--- config.mk ---
export PLATFORM = sky130hd
export DESIGN_NAME = binary_to_radix_digits_flat
export DESIGN_NICKNAME = d
export VERILOG_FILES = /design/src/rtl/b2r_pkg.sv /design/src/rtl/b2r_if.sv /design/src/rtl/b2r_ram.sv /design/src/rtl/b2r_div.sv /design/src/rtl/binary_to_radix_digits.sv /design/src/flat_wrapper.sv
export SDC_FILE = /design/constraint.sdc
export NUM_CORES = 1
export LEC_CHECK = 0
export BUFFER_PORTS_ARGS = -buffer_cell sky130_fd_sc_hd__buf_2
export CELL_PAD_IN_SITES_DETAIL_PLACEMENT = 0
export CELL_PAD_IN_SITES_GLOBAL_PLACEMENT = 1
export CORE_AREA = 2 2 205 258
export DETAILED_ROUTE_END_ITERATION = 8
export DIE_AREA = 0 0 207 260
export PLACE_DENSITY = 0.7
export SYNTH_ARGS = -nofsm -noshare
export SYNTH_HDL_FRONTEND = slang
export SYNTH_SLANG_ARGS = --single-unit
export TNS_END_PERCENT = 100
--- constraint.sdc ---
create_clock -name clk_i -period 4.4 [get_ports clk_i]
set_input_delay 0.44 -clock clk_i [delete_from_list [all_inputs] [get_ports clk_i]]
set_output_delay 0.44 -clock clk_i [all_outputs]
set_load 0.02 [all_outputs]
--- src/rtl/b2r_pkg.sv ---
// ----------------------------------------------------------------------------
// b2r_pkg: binary to radix digits, shared definitions
// Field widths, reset values and the types used across the block.
// ----------------------------------------------------------------------------
`default_nettype none

package b2r_pkg;

  localparam int unsigned VALUE_W        = 63;
  localparam int unsigned VALUE_BITS_DEF = 63;
  localparam int unsigned RADIX_W        = 6;
  localparam int unsigned CHAR_W         = 7;
  localparam int unsigned COUNT_W        = 7;
  localparam int unsigned STORE_DEPTH    = 64;

  typedef logic [VALUE_W-1:0] value_t;
  typedef logic [RADIX_W-1:0] radix_t;
  typedef logic [CHAR_W-1:0]  char_t;

  localparam radix_t RADIX_RESET = radix_t'(10);
  localparam radix_t RADIX_MIN   = radix_t'(2);
  localparam radix_t RADIX_MAX   = radix_t'(36);
  localparam char_t  CHAR_ZERO   = char_t'(48);

endpackage

`default_nettype wire

--- src/rtl/b2r_if.sv ---
// ----------------------------------------------------------------------------
// b2r_if: stream interfaces
// Input word (value) and output word (digit, char, last, empty flag).
// ----------------------------------------------------------------------------
`default_nettype none

interface b2r_in_if;
  import b2r_pkg::*;
  logic   valid;
  logic   ready;
  value_t value;

  modport source (output valid, output value, input ready);
  modport sink   (input valid, input value, output ready);
endinterface

interface b2r_out_if;
  import b2r_pkg::*;
  logic   valid;
  logic   ready;
  radix_t digit;
  char_t  digit_char;
  logic   last;
  logic   empty_res;

  modport source (output valid, output digit, output digit_char, output last,
                  output empty_res, input ready);
  modport sink   (input valid, input digit, input digit_char, input last,
                  input empty_res, output ready);
endinterface

`default_nettype wire

--- src/rtl/b2r_ram.sv ---
// ----------------------------------------------------------------------------
// b2r_ram: generic single-write, single-read RAM
// One write port, one read port with registered read data.
// ----------------------------------------------------------------------------
`default_nettype none

module b2r_ram #(
  parameter int unsigned WIDTH = 6,
  parameter int unsigned DEPTH = 64
) (
  input  wire logic                     clk_i,
  input  wire logic                     we_i,
  input  wire logic [$clog2(DEPTH)-1:0] waddr_i,
  input  wire logic [WIDTH-1:0]         wdata_i,
  input  wire logic [$clog2(DEPTH)-1:0] raddr_i,
  output      logic [WIDTH-1:0]         rdata_o
);

  logic [WIDTH-1:0] mem_q [DEPTH];

  always_ff @(posedge clk_i) begin
    if (we_i) begin
      mem_q[waddr_i] <= wdata_i;
    end
    rdata_o <= mem_q[raddr_i];
  end

endmodule

`default_nettype wire

--- src/rtl/b2r_div.sv ---
// ----------------------------------------------------------------------------
// b2r_div: bit-serial divider
// Restoring division of the value by the radix, one quotient bit per cycle.
// ----------------------------------------------------------------------------
`default_nettype none

module b2r_div #(
  parameter int unsigned VALUE_BITS = b2r_pkg::VALUE_BITS_DEF
) (
  input  wire logic                  clk_i,
  input  wire logic                  rst_ni,
  input  wire logic                  start_i,
  input  wire logic [VALUE_BITS-1:0] dividend_i,
  input  wire b2r_pkg::radix_t       divisor_i,
  output      logic                  done_o,
  output      logic [VALUE_BITS-1:0] quotient_o,
  output      b2r_pkg::radix_t       remainder_o
);

  import b2r_pkg::*;

  localparam int unsigned CNT_W = $clog2(VALUE_BITS);

  logic [VALUE_BITS-1:0] quo_q, quo_d;
  radix_t                rem_q, rem_d;
  logic [CNT_W-1:0]      cnt_q, cnt_d;
  logic                  busy_q, busy_d;
  logic                  done_q, done_d;
  logic [RADIX_W:0]      trial;
  logic                  fits;

  assign trial = {rem_q, quo_q[VALUE_BITS-1]};
  assign fits  = trial >= {1'b0, divisor_i};

  always_comb begin
    quo_d  = quo_q;
    rem_d  = rem_q;
    cnt_d  = cnt_q;
    busy_d = busy_q;
    done_d = 1'b0;
    if (start_i) begin
      quo_d  = dividend_i;
      rem_d  = '0;
      cnt_d  = '0;
      busy_d = 1'b1;
    end else if (busy_q) begin
      quo_d = {quo_q[VALUE_BITS-2:0], fits};
      rem_d = fits ? RADIX_W'(trial - {1'b0, divisor_i}) : RADIX_W'(trial);
      cnt_d = cnt_q + 1'b1;
      if (cnt_q == CNT_W'(VALUE_BITS - 1)) begin
        busy_d = 1'b0;
        done_d = 1'b1;
      end
    end
  end

  always_ff @(posedge clk_i or negedge rst_ni) begin
    if (!rst_ni) begin
      busy_q <= 1'b0;
      done_q <= 1'b0;
      cnt_q  <= '0;
    end else begin
      busy_q <= busy_d;
      done_q <= done_d;
      cnt_q  <= cnt_d;
    end
  end

  always_ff @(posedge clk_i) begin
    quo_q <= quo_d;
    rem_q <= rem_d;
  end

  assign done_o      = done_q;
  assign quotient_o  = quo_q;
  assign remainder_o = rem_q;

endmodule

`default_nettype wire

--- src/rtl/binary_to_radix_digits.sv ---
// ----------------------------------------------------------------------------
// binary_to_radix_digits: binary integer to base-radix digit stream
// Repeated bit-serial division by the radix; digits stored, then sent MSB first.
// ----------------------------------------------------------------------------
// channel  dir  payload                              handshake
// in_i     in   value[62:0]                          valid/ready
// out_o    out  digit[5:0] digit_char[6:0] last      valid/ready
//               empty_res
// cfg      in   cfg_data_i[5:0] (radix)              cfg_we_i, no wait
//
// Each digit is one full division in the bit-serial divider; readout steps
// through S_RD, S_LOAD and S_SEND per digit, then waits for the output.
// A zero word goes straight to S_SEND as a single empty word.
// One word is converted at a time; in_i.ready is high only when idle.
// Reset sets the radix to 10; the digit store needs no clearing.
// A stalled output word holds until taken.
// ----------------------------------------------------------------------------
`default_nettype none

module binary_to_radix_digits #(
  parameter int unsigned VALUE_BITS = b2r_pkg::VALUE_BITS_DEF
) (
  input  wire logic             clk_i,
  input  wire logic             rst_ni,
  input  wire logic             cfg_we_i,
  input  wire b2r_pkg::radix_t  cfg_data_i,
  b2r_in_if.sink                in_i,
  b2r_out_if.source             out_o
);

  import b2r_pkg::*;

  localparam int unsigned ADDR_W = $clog2(STORE_DEPTH);

  typedef enum logic [4:0] {
    S_IDLE = 5'b00001,
    S_DIV  = 5'b00010,
    S_RD   = 5'b00100,
    S_LOAD = 5'b01000,
    S_SEND = 5'b10000
  } state_e;

  state_e               state_q, state_d;
  radix_t               radix_q;
  radix_t               eff_radix;
  logic [COUNT_W-1:0]   count_q, count_d;
  radix_t               dig_q, dig_d;
  logic                 last_q, last_d;
  logic                 empty_q, empty_d;

  logic                  div_start;
  logic [VALUE_BITS-1:0] div_dividend;
  logic                  div_done;
  logic [VALUE_BITS-1:0] div_quo;
  radix_t                div_rem;
  logic [VALUE_BITS-1:0] in_val;

  logic                  ram_we;
  logic [ADDR_W-1:0]     ram_raddr;
  radix_t                ram_rdata;

  assign in_val = in_i.value[VALUE_BITS-1:0];

  always_comb begin
    if (radix_q < RADIX_MIN) begin
      eff_radix = RADIX_MIN;
    end else if (radix_q > RADIX_MAX) begin
      eff_radix = RADIX_MAX;
    end else begin
      eff_radix = radix_q;
    end
  end

  always_comb begin
    state_d      = state_q;
    count_d      = count_q;
    dig_d        = dig_q;
    last_d       = last_q;
    empty_d      = empty_q;
    div_start    = 1'b0;
    div_dividend = div_quo;
    ram_we       = 1'b0;
    case (state_q)
      S_IDLE: begin
        if (in_i.valid) begin
          count_d = '0;
          if (in_val == '0) begin
            dig_d   = '0;
            last_d  = 1'b1;
            empty_d = 1'b1;
            state_d = S_SEND;
          end else begin
            div_start    = 1'b1;
            div_dividend = in_val;
            state_d      = S_DIV;
          end
        end
      end
      S_DIV: begin
        if (div_done) begin
          ram_we  = 1'b1;
          count_d = count_q + 1'b1;
          if (div_quo == '0) begin
            state_d = S_RD;
          end else begin
            div_start = 1'b1;
          end
        end
      end
      S_RD: begin
        state_d = S_LOAD;
      end
      S_LOAD: begin
        dig_d   = ram_rdata;
        last_d  = count_q == COUNT_W'(1);
        empty_d = 1'b0;
        count_d = count_q - 1'b1;
        state_d = S_SEND;
      end
      S_SEND: begin
        if (out_o.ready) begin
          state_d = last_q ? S_IDLE : S_RD;
        end
      end
      default: begin
        state_d = S_IDLE;
      end
    endcase
  end

  assign ram_raddr = ADDR_W'(count_q - 1'b1);

  always_ff @(posedge clk_i or negedge rst_ni) begin
    if (!rst_ni) begin
      state_q <= S_IDLE;
      radix_q <= RADIX_RESET;
      count_q <= '0;
    end else begin
      state_q <= state_d;
      count_q <= count_d;
      if (cfg_we_i) begin
        radix_q <= cfg_data_i;
      end
    end
  end

  always_ff @(posedge clk_i) begin
    dig_q   <= dig_d;
    last_q  <= last_d;
    empty_q <= empty_d;
  end

  b2r_div #(
    .VALUE_BITS (VALUE_BITS)
  ) u_div (
    .clk_i       (clk_i),
    .rst_ni      (rst_ni),
    .start_i     (div_start),
    .dividend_i  (div_dividend),
    .divisor_i   (eff_radix),
    .done_o      (div_done),
    .quotient_o  (div_quo),
    .remainder_o (div_rem)
  );

  b2r_ram #(
    .WIDTH (RADIX_W),
    .DEPTH (STORE_DEPTH)
  ) u_store (
    .clk_i   (clk_i),
    .we_i    (ram_we),
    .waddr_i (count_q[ADDR_W-1:0]),
    .wdata_i (div_rem),
    .raddr_i (ram_raddr),
    .rdata_o (ram_rdata)
  );

  // the empty word carries no character
  assign in_i.ready       = state_q == S_IDLE;
  assign out_o.valid      = state_q == S_SEND;
  assign out_o.digit      = dig_q;
  assign out_o.digit_char = empty_q ? '0 : CHAR_ZERO + {1'b0, dig_q};
  assign out_o.last       = last_q;
  assign out_o.empty_res  = empty_q;

endmodule

`default_nettype wire

--- src/flat_wrapper.sv ---
// flat-port wrapper written by rule: the top's interface ports become plain ports
module binary_to_radix_digits_flat import b2r_pkg::*;
#(
  parameter int unsigned VALUE_BITS = b2r_pkg::VALUE_BITS_DEF
)
  (clk_i, rst_ni, cfg_we_i, cfg_data_i, in_i_valid, in_i_value, in_i_ready, out_o_valid, out_o_digit, out_o_digit_char, out_o_last, out_o_empty_res, out_o_ready);
  b2r_in_if in_i_i ();
  b2r_out_if out_o_i ();
  input  wire logic clk_i;
  input  wire logic rst_ni;
  input  wire logic cfg_we_i;
  input  wire b2r_pkg::radix_t cfg_data_i;
  input wire logic [$bits(in_i_i.valid)-1:0] in_i_valid;
  input wire logic [$bits(in_i_i.value)-1:0] in_i_value;
  output wire logic [$bits(in_i_i.ready)-1:0] in_i_ready;
  output wire logic [$bits(out_o_i.valid)-1:0] out_o_valid;
  output wire logic [$bits(out_o_i.digit)-1:0] out_o_digit;
  output wire logic [$bits(out_o_i.digit_char)-1:0] out_o_digit_char;
  output wire logic [$bits(out_o_i.last)-1:0] out_o_last;
  output wire logic [$bits(out_o_i.empty_res)-1:0] out_o_empty_res;
  input wire logic [$bits(out_o_i.ready)-1:0] out_o_ready;
  assign in_i_i.valid = in_i_valid;
  assign in_i_i.value = in_i_value;
  assign in_i_ready = in_i_i.ready;
  assign out_o_valid = out_o_i.valid;
  assign out_o_digit = out_o_i.digit;
  assign out_o_digit_char = out_o_i.digit_char;
  assign out_o_last = out_o_i.last;
  assign out_o_empty_res = out_o_i.empty_res;
  assign out_o_i.ready = out_o_ready;
  binary_to_radix_digits #(.VALUE_BITS(VALUE_BITS)) u_core (.clk_i(clk_i), .rst_ni(rst_ni), .cfg_we_i(cfg_we_i), .cfg_data_i(cfg_data_i), .in_i(in_i_i), .out_o(out_o_i));
endmodule
==> impl_metrics.yaml, run 1 <==
route:
  routed_via_density: 5.45
  route.detailed.drc: 0
  routed_wl_um: 43700
  drtPass1Iterations: 5
  post_drt_wl_per_cell_um: 23.1
  drtAntennaViolNets: 0
  drt-initial-drc-count: 772
  vias: 10300
logic_synthesis:
  synthDistinctLibCells: 54
  synth_seq_area_share_pct: 71.6
  synth_edf_count: 455
  synthFlopType: "edfxtp_1"
  syn_area_sq_um: 20300
  synth_nets: 1166
  synthCells: 1078
  ys_seq_elements: 493
  async_flop_share_pct: 5.27
  syn_avg_cell_area_sq_um: 18.9
  synth_warnings: 0
pwr:
  power_frac_clock_pct: 26.0
  p_int_mw: 10.7
  vdd.ir_drop.worst_mv: 0.346
  p_switching_mw: 4.71
  p_per_area_nw_per_um2: 669
  switching_share_pct: 30.5
  p_leak_nw: 7.59
  pwr-share-comb_pct: 31.9
  seq_power_share_pct: 42.2
placed_design:
  gp_congestion: 0.783
  place_hpwl_um: 28100
  port_buffers: 90
  dp.cells: 1801
sta:
  slew_viol_final: 0
  rsz0062_at_grt: "no"
  fmax_mhz: 307
  relSlewSlack_pct: 34.2
  setup_viol: 0
  finalCritPeriodShare_pct: 74.0
  hold_viol: 0
  clock_skew_ns: 0.0221
  period_needed_ns: 3.26
  tightest_slew_ns: 0.980
  tns_ns: 0
setup_path:
  critPathKind: "reg2reg"
  cp-end-kind: "flop"
  r2r.worst_path.cells: 6
  path_max_fanout: 8
  startpoint_type: "flop"
  required_ns: 4.60
  cp.arrival_ns: 3.46
clocking:
  clkLatencyLatePin_ns: 0.57
  clockBufferDepth: 3
  cts_root_buffer: "clkbuf_16"
  cts.sinks: 493
  clkTransAtPathRegs_ns: 0.06
  cts_tree: "done"
  htree_levels: 2
  post_cts_buffers: 0
  cts_inserted_buffers: 47
die:
  die_area_sq_um: 53800
  fp.dieH_um: 260
  row_count: 93
  core_region_area_sq_um: 51200
  initial_core_util_pct: 39.7
  die_width_um: 207
  io_pins: 91
global_route:
  grt_pass1_vias: 10500
  grt.total_usage_pct: 15.9
  grt_pass1_wl_um: 65100
  grt_antenna_before_repair: 0
  grt_max_degree: 103
  grt.overflow.total: 0
layout:
  drive_above_1_share_pct: 30.6
  syn_to_final_growth_pct: 13.7
  final_nets: 1274
  final_util_pct: 45.1
  fillCellCount: 4395
  finalNonFillerCells: 1890
  diodes: 0
hold_path:
  hold_path.class: "in2reg"
  hold_depth: 3
status:
  outcome: "finished clean"
flow_run:
  maxCapViolCount: 0
-- logic make-up (layout without fill, tap and decap cells) --
| logic type | Yosys count | after routing | share of synthesized area (%) |
|---|---|---|---|
| flip-flops | 493 | 493 | 71.6 |
| AND/OR/NAND/NOR | 226 | 226 | 5.40 |
| adder cells (fa/ha/maj) | 14 | 14 | 0.899 |
| buffers and inverters | 64 | 211 | 1.62 |
| XOR/XNOR | 13 | 13 | 0.560 |
| multiplexers | 191 | 191 | 17.4 |
| AO/OA/AOI/OAI | 77 | 77 | 2.52 |
-- cells in the mapped netlist (all sizes together), types with 14 or more instances --
library cell	n	share of area, %
nor2	99	1.8
nor4	33	1.0
mux4	120	13
clkbuf	25	0.46
dfrtp	23	2.8
nand2	31	0.57
o21ai	23	0.57
a22oi	14	0.52
edfxtp	455	67
mux2	67	3.9
buf	25	0.90
-- sequential cells by signal, summed over array words and instances, names as in the netlist --
| register | flops |
|---|---|
| u_core.u_store.mem_q | 384 |
| u_core.u_div.quotient_o | 63 |
| u_core.count_q | 7 |
| u_core.out_o.digit | 6 |
| u_core.radix_q | 6 |
| u_core.u_div.cnt_q | 6 |
| u_core.u_div.remainder_o | 6 |
| u_core.u_store.rdata_o | 6 |
| u_core.state_q | 5 |
| u_core.out_o.empty_res | 1 |
| u_core.out_o.last | 1 |
| u_core.u_div.busy_q | 1 |
| u_core.u_div.done_o | 1 |
-- worst max-delay path, cell delays in order (launching register included) --
cell and delay (ns):
dfrtp_1 0.42, nor2_1 0.24, and3_1 0.40, nand2_1 0.26, nor2_1 0.27, nand3_1 0.58, nor2_1 0.71
-- worst paths after layout --
path,startpoint,to,slack [ns]
max,u_core.state_q[2]$_DFFE_PN0P_,u_core.u_store.mem_q[46][4]$_DFFE_PP_,1.14
min,cfg_data_i[5],u_core.radix_q[5]$_DFFE_PN0P_,0.09
max reg2reg,u_core.state_q[2]$_DFFE_PN0P_,u_core.u_store.mem_q[46][4]$_DFFE_PP_,1.14
max in group asynchronous,rst_ni,u_core.count_q[0]$_DFFE_PN0P_,3.47
min in group asynchronous,rst_ni,u_core.radix_q[0]$_DFFE_PN0P_,0.44
min reg2reg,u_core.count_q[6]$_DFFE_PN0P_,u_core.count_q[6]$_DFFE_PN0P_,0.49
-- routing by layer --
| layer | global-route usage, % | share of wire [%] | vias up |
|---|---|---|---|
| met5 | 0 | 0 | - |
| met4 | 4.92 | 2.4 | 0 |
| met3 | 2.49 | 5.0 | 69 |
| met2 | 27.8 | 52 | 267 |
| met1 | 20.5 | 41 | 5372 |
| li1 | - | - | 4589 |
-- cell type report --
type / instances / area, sq um / share of cell area, %
sequential: 493 / 14600 / 63.1
inverter: 14 / 52.6 / 0.227
clock buffer: 60 / 1270 / 5.52
multi-input combinational: 521 / 5480 / 23.7
clock inverter: 28 / 254 / 1.10
tap: 665 / 832 / 3.60
timing repair buffer: 109 / 646 / 2.79
-- power by group through the flow --
stage	logic, mW	registers [mW]	clock network (mW)
after floorplan	3.33	6.72	0
after global placement	4.93	6.60	0
after detailed placement	5.03	6.62	0
after CTS	5.04	6.52	4.10
after global routing	5.29	6.57	4.25
final	4.93	6.52	4.01
-- stage by stage --
step,cell area [sq um],worst slack (ns),hold WS [ns],power (mW)
floorplan,20300,0.803,0.144,10.1
global placement,21600,1.18,0.478,11.5
detailed placement,21600,1.11,0.475,11.6
CTS,23100,1.12,0.0750,15.7
global route,23100,0.928,0.100,16.1
finish,23100,1.14,0.0933,15.5
-- layout by cell type, fill, tap and decap left out, types with 6 or more instances in the layout --
master       n
a22oi_1     14
clkinv_1     8
nor2_1      99
nor4_1      32
mux2_1      13
nand2_1     31
dfrtp_1     22
clkinv_2    10
dfxtp_2      6
dfxtp_1      6
buf_2       90
mux2_4      10
mux2_2      44
a21oi_1     11
xnor2_1      6
buf_4       14
nand4_1     10
clkbuf_16   47
mux4_2     120
edfxtp_1   455
clkbuf_1     8
ha_1        12
nor3_1       6
o21ai_0     22
nand2b_1     6
inv_1       13
nand3_1     12
and2_1       9
-- timing repair --
action                                 CTS  global route
hold buffers                             1             0
endpoints found under the hold margin   23             0
gates resized for setup                  0             0
No activity file was read; power rests on OpenSTA's default activity.
==> run 2, diff against run 1 <==
- clock period: 4.4 -> 3.3 ns (I/O delays scaled with it)
==> impl_metrics.yaml, run 2 (synthesis gave the netlist of run 1 again) <==
status:
  outcome: "finished clean"
pwr:
  p_leak_nw: 7.96
  p_per_area_nw_per_um2: 874
  vdd.ir_drop.worst_mv: 0.438
  p_total_mw: 20.7
setup_path:
  cp-end-kind: "flop"
  startpoint_type: "input port"
  critPathKind: "in2reg"
  r2r_slack_ns: 0.54
  required_ns: 3.64
  cp.arrival_ns: 3.11
  path_max_fanout: 34
global_route:
  grt_pass1_vias: 10800
  grt.overflow.total: 0
  grt_antenna_before_repair: 0
  grt.total_usage_pct: 16.6
  grt_pass1_wl_um: 67400
  grt_max_degree: 67
die:
  fp.dieH_um: 260
  row_count: 93
  die_width_um: 207
  die_area_sq_um: 53800
  core_region_area_sq_um: 51200
  io_pins: 91
  initial_core_util_pct: 39.7
layout:
  final_nets: 1344
  fillCellCount: 4324
  layout_commonest_cell: "edfxtp_1"
  diodes: 0
  seqCellArea_sq_um: 14600
  largest_register: "u_core.u_store.mem_q"
  drive_above_1_share_pct: 33.8
  largest_reg_flops: 384
  syn_to_final_growth_pct: 16.5
  final_cell_mix: "edfxtp_1, mux4_2, nor2_1"
  multi_input_area_sq_um: 5480
placed_design:
  place_hpwl_um: 29200
  port_buffers: 90
  gp_congestion: 0.808
clocking:
  post_cts_buffers: 0
  clkLatencyLatePin_ns: 0.60
  cts_resized: 0
  clockBufferDepth: 3
  cts.sinks: 493
  clkTransAtPathRegs_ns: 0.06
  cts_root_buffer: "clkbuf_16"
  cts_tree: "done"
  cts_inserted_buffers: 48
  htree_levels: 2
sta:
  clock_skew_ns: 0.0333
  finalCritPeriodShare_pct: 84.0
  period_needed_ns: 2.77
  tightest_slew_ns: 0.809
  rsz0062_at_grt: "no"
  relSlewSlack_pct: 46.1
  tns_ns: 0
  fmax_mhz: 361
  setup_viol: 0
  hold_viol: 0
  slew_viol_final: 0
route:
  vias: 10500
  routed_wl_um: 44900
  route.detailed.drc: 0
  routed_via_density: 5.34
  drtAntennaViolNets: 0
  post_drt_wl_per_cell_um: 22.9
  drtPass1Iterations: 5
  drt-initial-drc-count: 847
flow_run:
  maxCapViolCount: 0
hold_path:
  hold_path.class: "in2reg"
==> run 2: changes by cell type in the layout (fill, tap and decap cells not counted), sizes merged <==
cell and change:
clkbuf +1, bufinv -2, dlygate4sd3 +7, buf +62, clkinv +3, clkinvlp -1
==> run 2: per-stage QoR <==
stage,worst slack (ns),instance area [sq um],std cells,utilization (%),hold WS [ns]
2_1_floorplan,0.0528,20300,1078,-,0.0344
3_3_place_gp,0.470,22100,1863,43.1,0.387
3_5_place_dp,0.450,22100,1863,43.1,0.381
4_1_cts,0.536,23700,1960,46.2,0.000224
5_1_grt,0.317,23700,1960,46.2,0.0140
6_report,0.529,23700,1960,46.2,0.0250
==> run 2: repair_timing <==
| item | in CTS | in global routing |
|---|---|---|
| endpoints found under the hold margin | 30 | 0 |
| setup endpoints to repair | 0 | 0 |
| hold buffers | 8 | 0 |
==> run 2: layout make-up <==
class	count	area share [%]
Clock buffer	61	5.45
Clock inverter	28	0.951
Inverter	14	0.222
Multi-Input combinational cell	521	23.1
Sequential cell	493	61.5
Tap cell	665	3.51
Timing Repair Buffer	178	5.20
==> run 2: routing by layer <==
layer	global-route usage, %	vias to the layer above	wire [um]
met4	5.50	0	1230
met3	2.75	64	2000
li1	-	4754	-
met2	29.4	234	23600
met5	0	-	0
met1	20.9	5410	18100
==> run 2: power breakdown <==
part           switching [mW]  leakage, nW  internal [mW]
clock network            2.36        0.750           2.95
registers               0.436         4.66           8.28
logic                    3.58         2.55           3.09
==> run 2: worst paths after layout <==
check / startpoint / end / cells past startpoint
setup / recovery: in_i_value[35] / u_core.u_div.quotient_o[46]$_DFFE_PP_ / 8
hold / removal: cfg_we_i / u_core.radix_q[5]$_DFFE_PN0P_ / 2
setup reg to reg: u_core.state_q[1]$_DFFE_PN0P_ / u_core.u_div.quotient_o[20]$_DFFE_PP_ / 6
hold reg to reg: u_core.count_q[6]$_DFFE_PN0P_ / u_core.count_q[6]$_DFFE_PN0P_ / 1
max in group asynchronous: rst_ni / u_core.count_q[0]$_DFFE_PN0P_ / 2
min in group asynchronous: rst_ni / u_core.radix_q[0]$_DFFE_PN0P_ / 2
==> run 2: worst max-delay path: stages <==
cell and delay (ns):
dlygate4sd3_1 0.53, buf_2 0.13, nor4_1 0.34, nand4_1 0.22, or4_4 0.62, a2bb2oi_4 0.31, buf_12 0.26, mux2_1 0.36
==> run 3, diff against run 2 <==
- PLACE_DENSITY: 0.7 -> 0.72
- clock period: 3.3 -> 2.5 ns (I/O delays scaled with it)
==> impl_metrics.yaml, run 3 (synthesis gave the netlist of run 1 again) <==
global_route:
  grt.overflow.total: 0
  grt_use_met2_pct: 29.4
  grt_max_degree: 67
  met3_usage_pct: 2.15
  grt_antenna_before_repair: 0
  grt_pass1_wl_um: 68600
  busiest_layer: "met2"
  grtUsageMet1_pct: 21.5
  grt.total_usage_pct: 16.6
  grt_pass1_vias: 11300
die:
  io_pins: 91
  die_area_sq_um: 53800
  core_region_area_sq_um: 51200
  initial_core_util_pct: 39.7
  die_width_um: 207
  row_count: 93
  fp.dieH_um: 260
pwr:
  p_int_mw: 20.8
  pwr-share-comb_pct: 36.5
  p_leak_nw: 8.82
  p_total_mw: 30.0
  p_switching_mw: 9.12
  power_frac_clock_pct: 25.0
  p_per_area_nw_per_um2: 1190
  switching_share_pct: 30.4
  vdd.ir_drop.worst_mv: 0.622
  seq_power_share_pct: 38.4
route:
  routed_via_density: 5.34
  drt-initial-drc-count: 770
  routed_wl_um: 46700
  vias: 11000
  drtAntennaViolNets: 0
  route.detailed.drc: 0
  post_drt_wl_per_cell_um: 22.6
  drtPass1Iterations: 5
clocking:
  cts.sinks: 493
  cts_inserted_buffers: 48
  clkTransAtPathRegs_ns: 0.06
  clkLatencyLatePin_ns: 0.57
  cts_tree: "done"
  clockBufferDepth: 3
  cts_root_buffer: "clkbuf_16"
  htree_levels: 2
setup_path:
  cp.arrival_ns: 2.87
  critPathKind: "reg2reg"
  startpoint_type: "flop"
  critPathMaxStageDelay_ns: 0.41
  required_ns: 2.79
  path_max_fanout: 6
  cp-end-kind: "flop"
  path_cells: "nor4_2 > nand4_1 > nor4_2 > buf_4 > a2bb2oi_4 > buf_6 > buf_6 > mux2_1"
  critPathSlowestCell: "edfxtp_1"
sta:
  holdWs_ns: 0.0203
  setup_ws_ns: -0.0853
  finalCritPeriodShare_pct: 103
  rsz0062_at_grt: "yes"
  tightest_slew_ns: 0.881
  hold_viol: 0
  period_needed_ns: 2.59
  setup_viol: 62
  fmax_mhz: 387
  slew_viol_final: 0
  clock_skew_ns: 0.0207
  relSlewSlack_pct: 41.3
layout:
  largest_register: "u_core.u_store.mem_q"
  syn_to_final_growth_pct: 24.3
  final_cell_mix: "edfxtp_1, buf_4, mux4_2"
  drive_above_1_share_pct: 40.1
  largest_reg_flops: 384
  layout_commonest_cell: "edfxtp_1"
  final_nets: 1446
flow_run:
  maxCapViolCount: 0
placed_design:
  port_buffers: 90
  place_hpwl_um: 30200
  gp_congestion: 0.775
hold_path:
  hold_path.class: "in2reg"
status:
  failed_checks: "setup timing"
  outcome: "finished, violations left"
run 3: path summary, 6_finish.rpt:
check | startpoint | end | slack [ns] | depth (start not counted)
worst max-delay path | u_core.u_div.quotient_o[35]$_DFFE_PP_ | u_core.u_div.quotient_o[54]$_DFFE_PP_ | -0.09 | 8
worst min-delay path | in_i_value[25] | u_core.u_div.quotient_o[25]$_DFFE_PP_ | 0.02 | 2
worst max register to register | u_core.u_div.quotient_o[35]$_DFFE_PP_ | u_core.u_div.quotient_o[54]$_DFFE_PP_ | -0.09 | 8
worst min register to register | u_core.count_q[6]$_DFFE_PN0P_ | u_core.count_q[6]$_DFFE_PN0P_ | 0.49 | 1
max in group asynchronous | rst_ni | u_core.count_q[0]$_DFFE_PN0P_ | 1.74 | 2
min in group asynchronous | rst_ni | u_core.radix_q[0]$_DFFE_PN0P_ | 0.26 | 2
run 3: layout make-up:
type | instances | area, sq um
Multi-Input combinational cell | 521 | 5770
Fill cell | 4199 | 25900
Tap cell | 665 | 832
Clock buffer | 59 | 1290
Sequential cell | 493 | 14600
Inverter | 14 | 55.1
Clock inverter | 31 | 349
Timing Repair Buffer | 280 | 2400
Antenna cell | 1 | 2.50
run 3: per-layer routing:
| layer | part of all wire [%] | vias to the layer above |
|---|---|---|
| li1 | - | 4955 |
| met1 | 41 | 5753 |
| met2 | 53 | 256 |
| met3 | 3.6 | 67 |
| met4 | 2.5 | 0 |
| met5 | 0 | - |
run 3: what timing repair did:
item / CTS / global route
resized for setup: 10 / 62
gates cloned: 1 / 11
setup buffers: 3 / 5
endpoints found under the hold margin: 45 / 0
pin swaps: 1 / 16
setup endpoints to repair: 68 / 134
hold buffers: 24 / 0
run 3: power by group through the flow:
stage / logic, mW / clock network [mW] / registers, mW
2_1_floorplan: 6.17 / 0 / 11.8
3_3_place_gp: 9.44 / 0 / 11.6
3_5_place_dp: 9.63 / 0 / 11.6
4_1_cts: 9.89 / 7.65 / 11.5
5_1_grt: 11.6 / 7.96 / 11.6
6_report: 11.0 / 7.49 / 11.5
run 3: worst max-delay path, delay by kind of cell (launching register included):
kind            cells  cell delay, ns
flops               1            0.41
mux                 1            0.34
buf+inv             3            0.48
compound gates      1            0.17
simple gates        3            0.90
run 3: per-stage QoR:
stage          utilization, %  setup TNS [ns]  std cells  area [sq um]  setup slack [ns]
6_report                 49.4           -3.28       2064         25300           -0.0853
5_1_grt                  49.4           -8.91       2063         25300            -0.147
4_1_cts                  48.2               0       2048         24700          0.000204
3_5_place_dp             44.4          -13.70       1930         22700            -0.188
3_3_place_gp             44.4          -22.06       1930         22700            -0.235
2_1_floorplan               -               0       1078         20500            0.0279
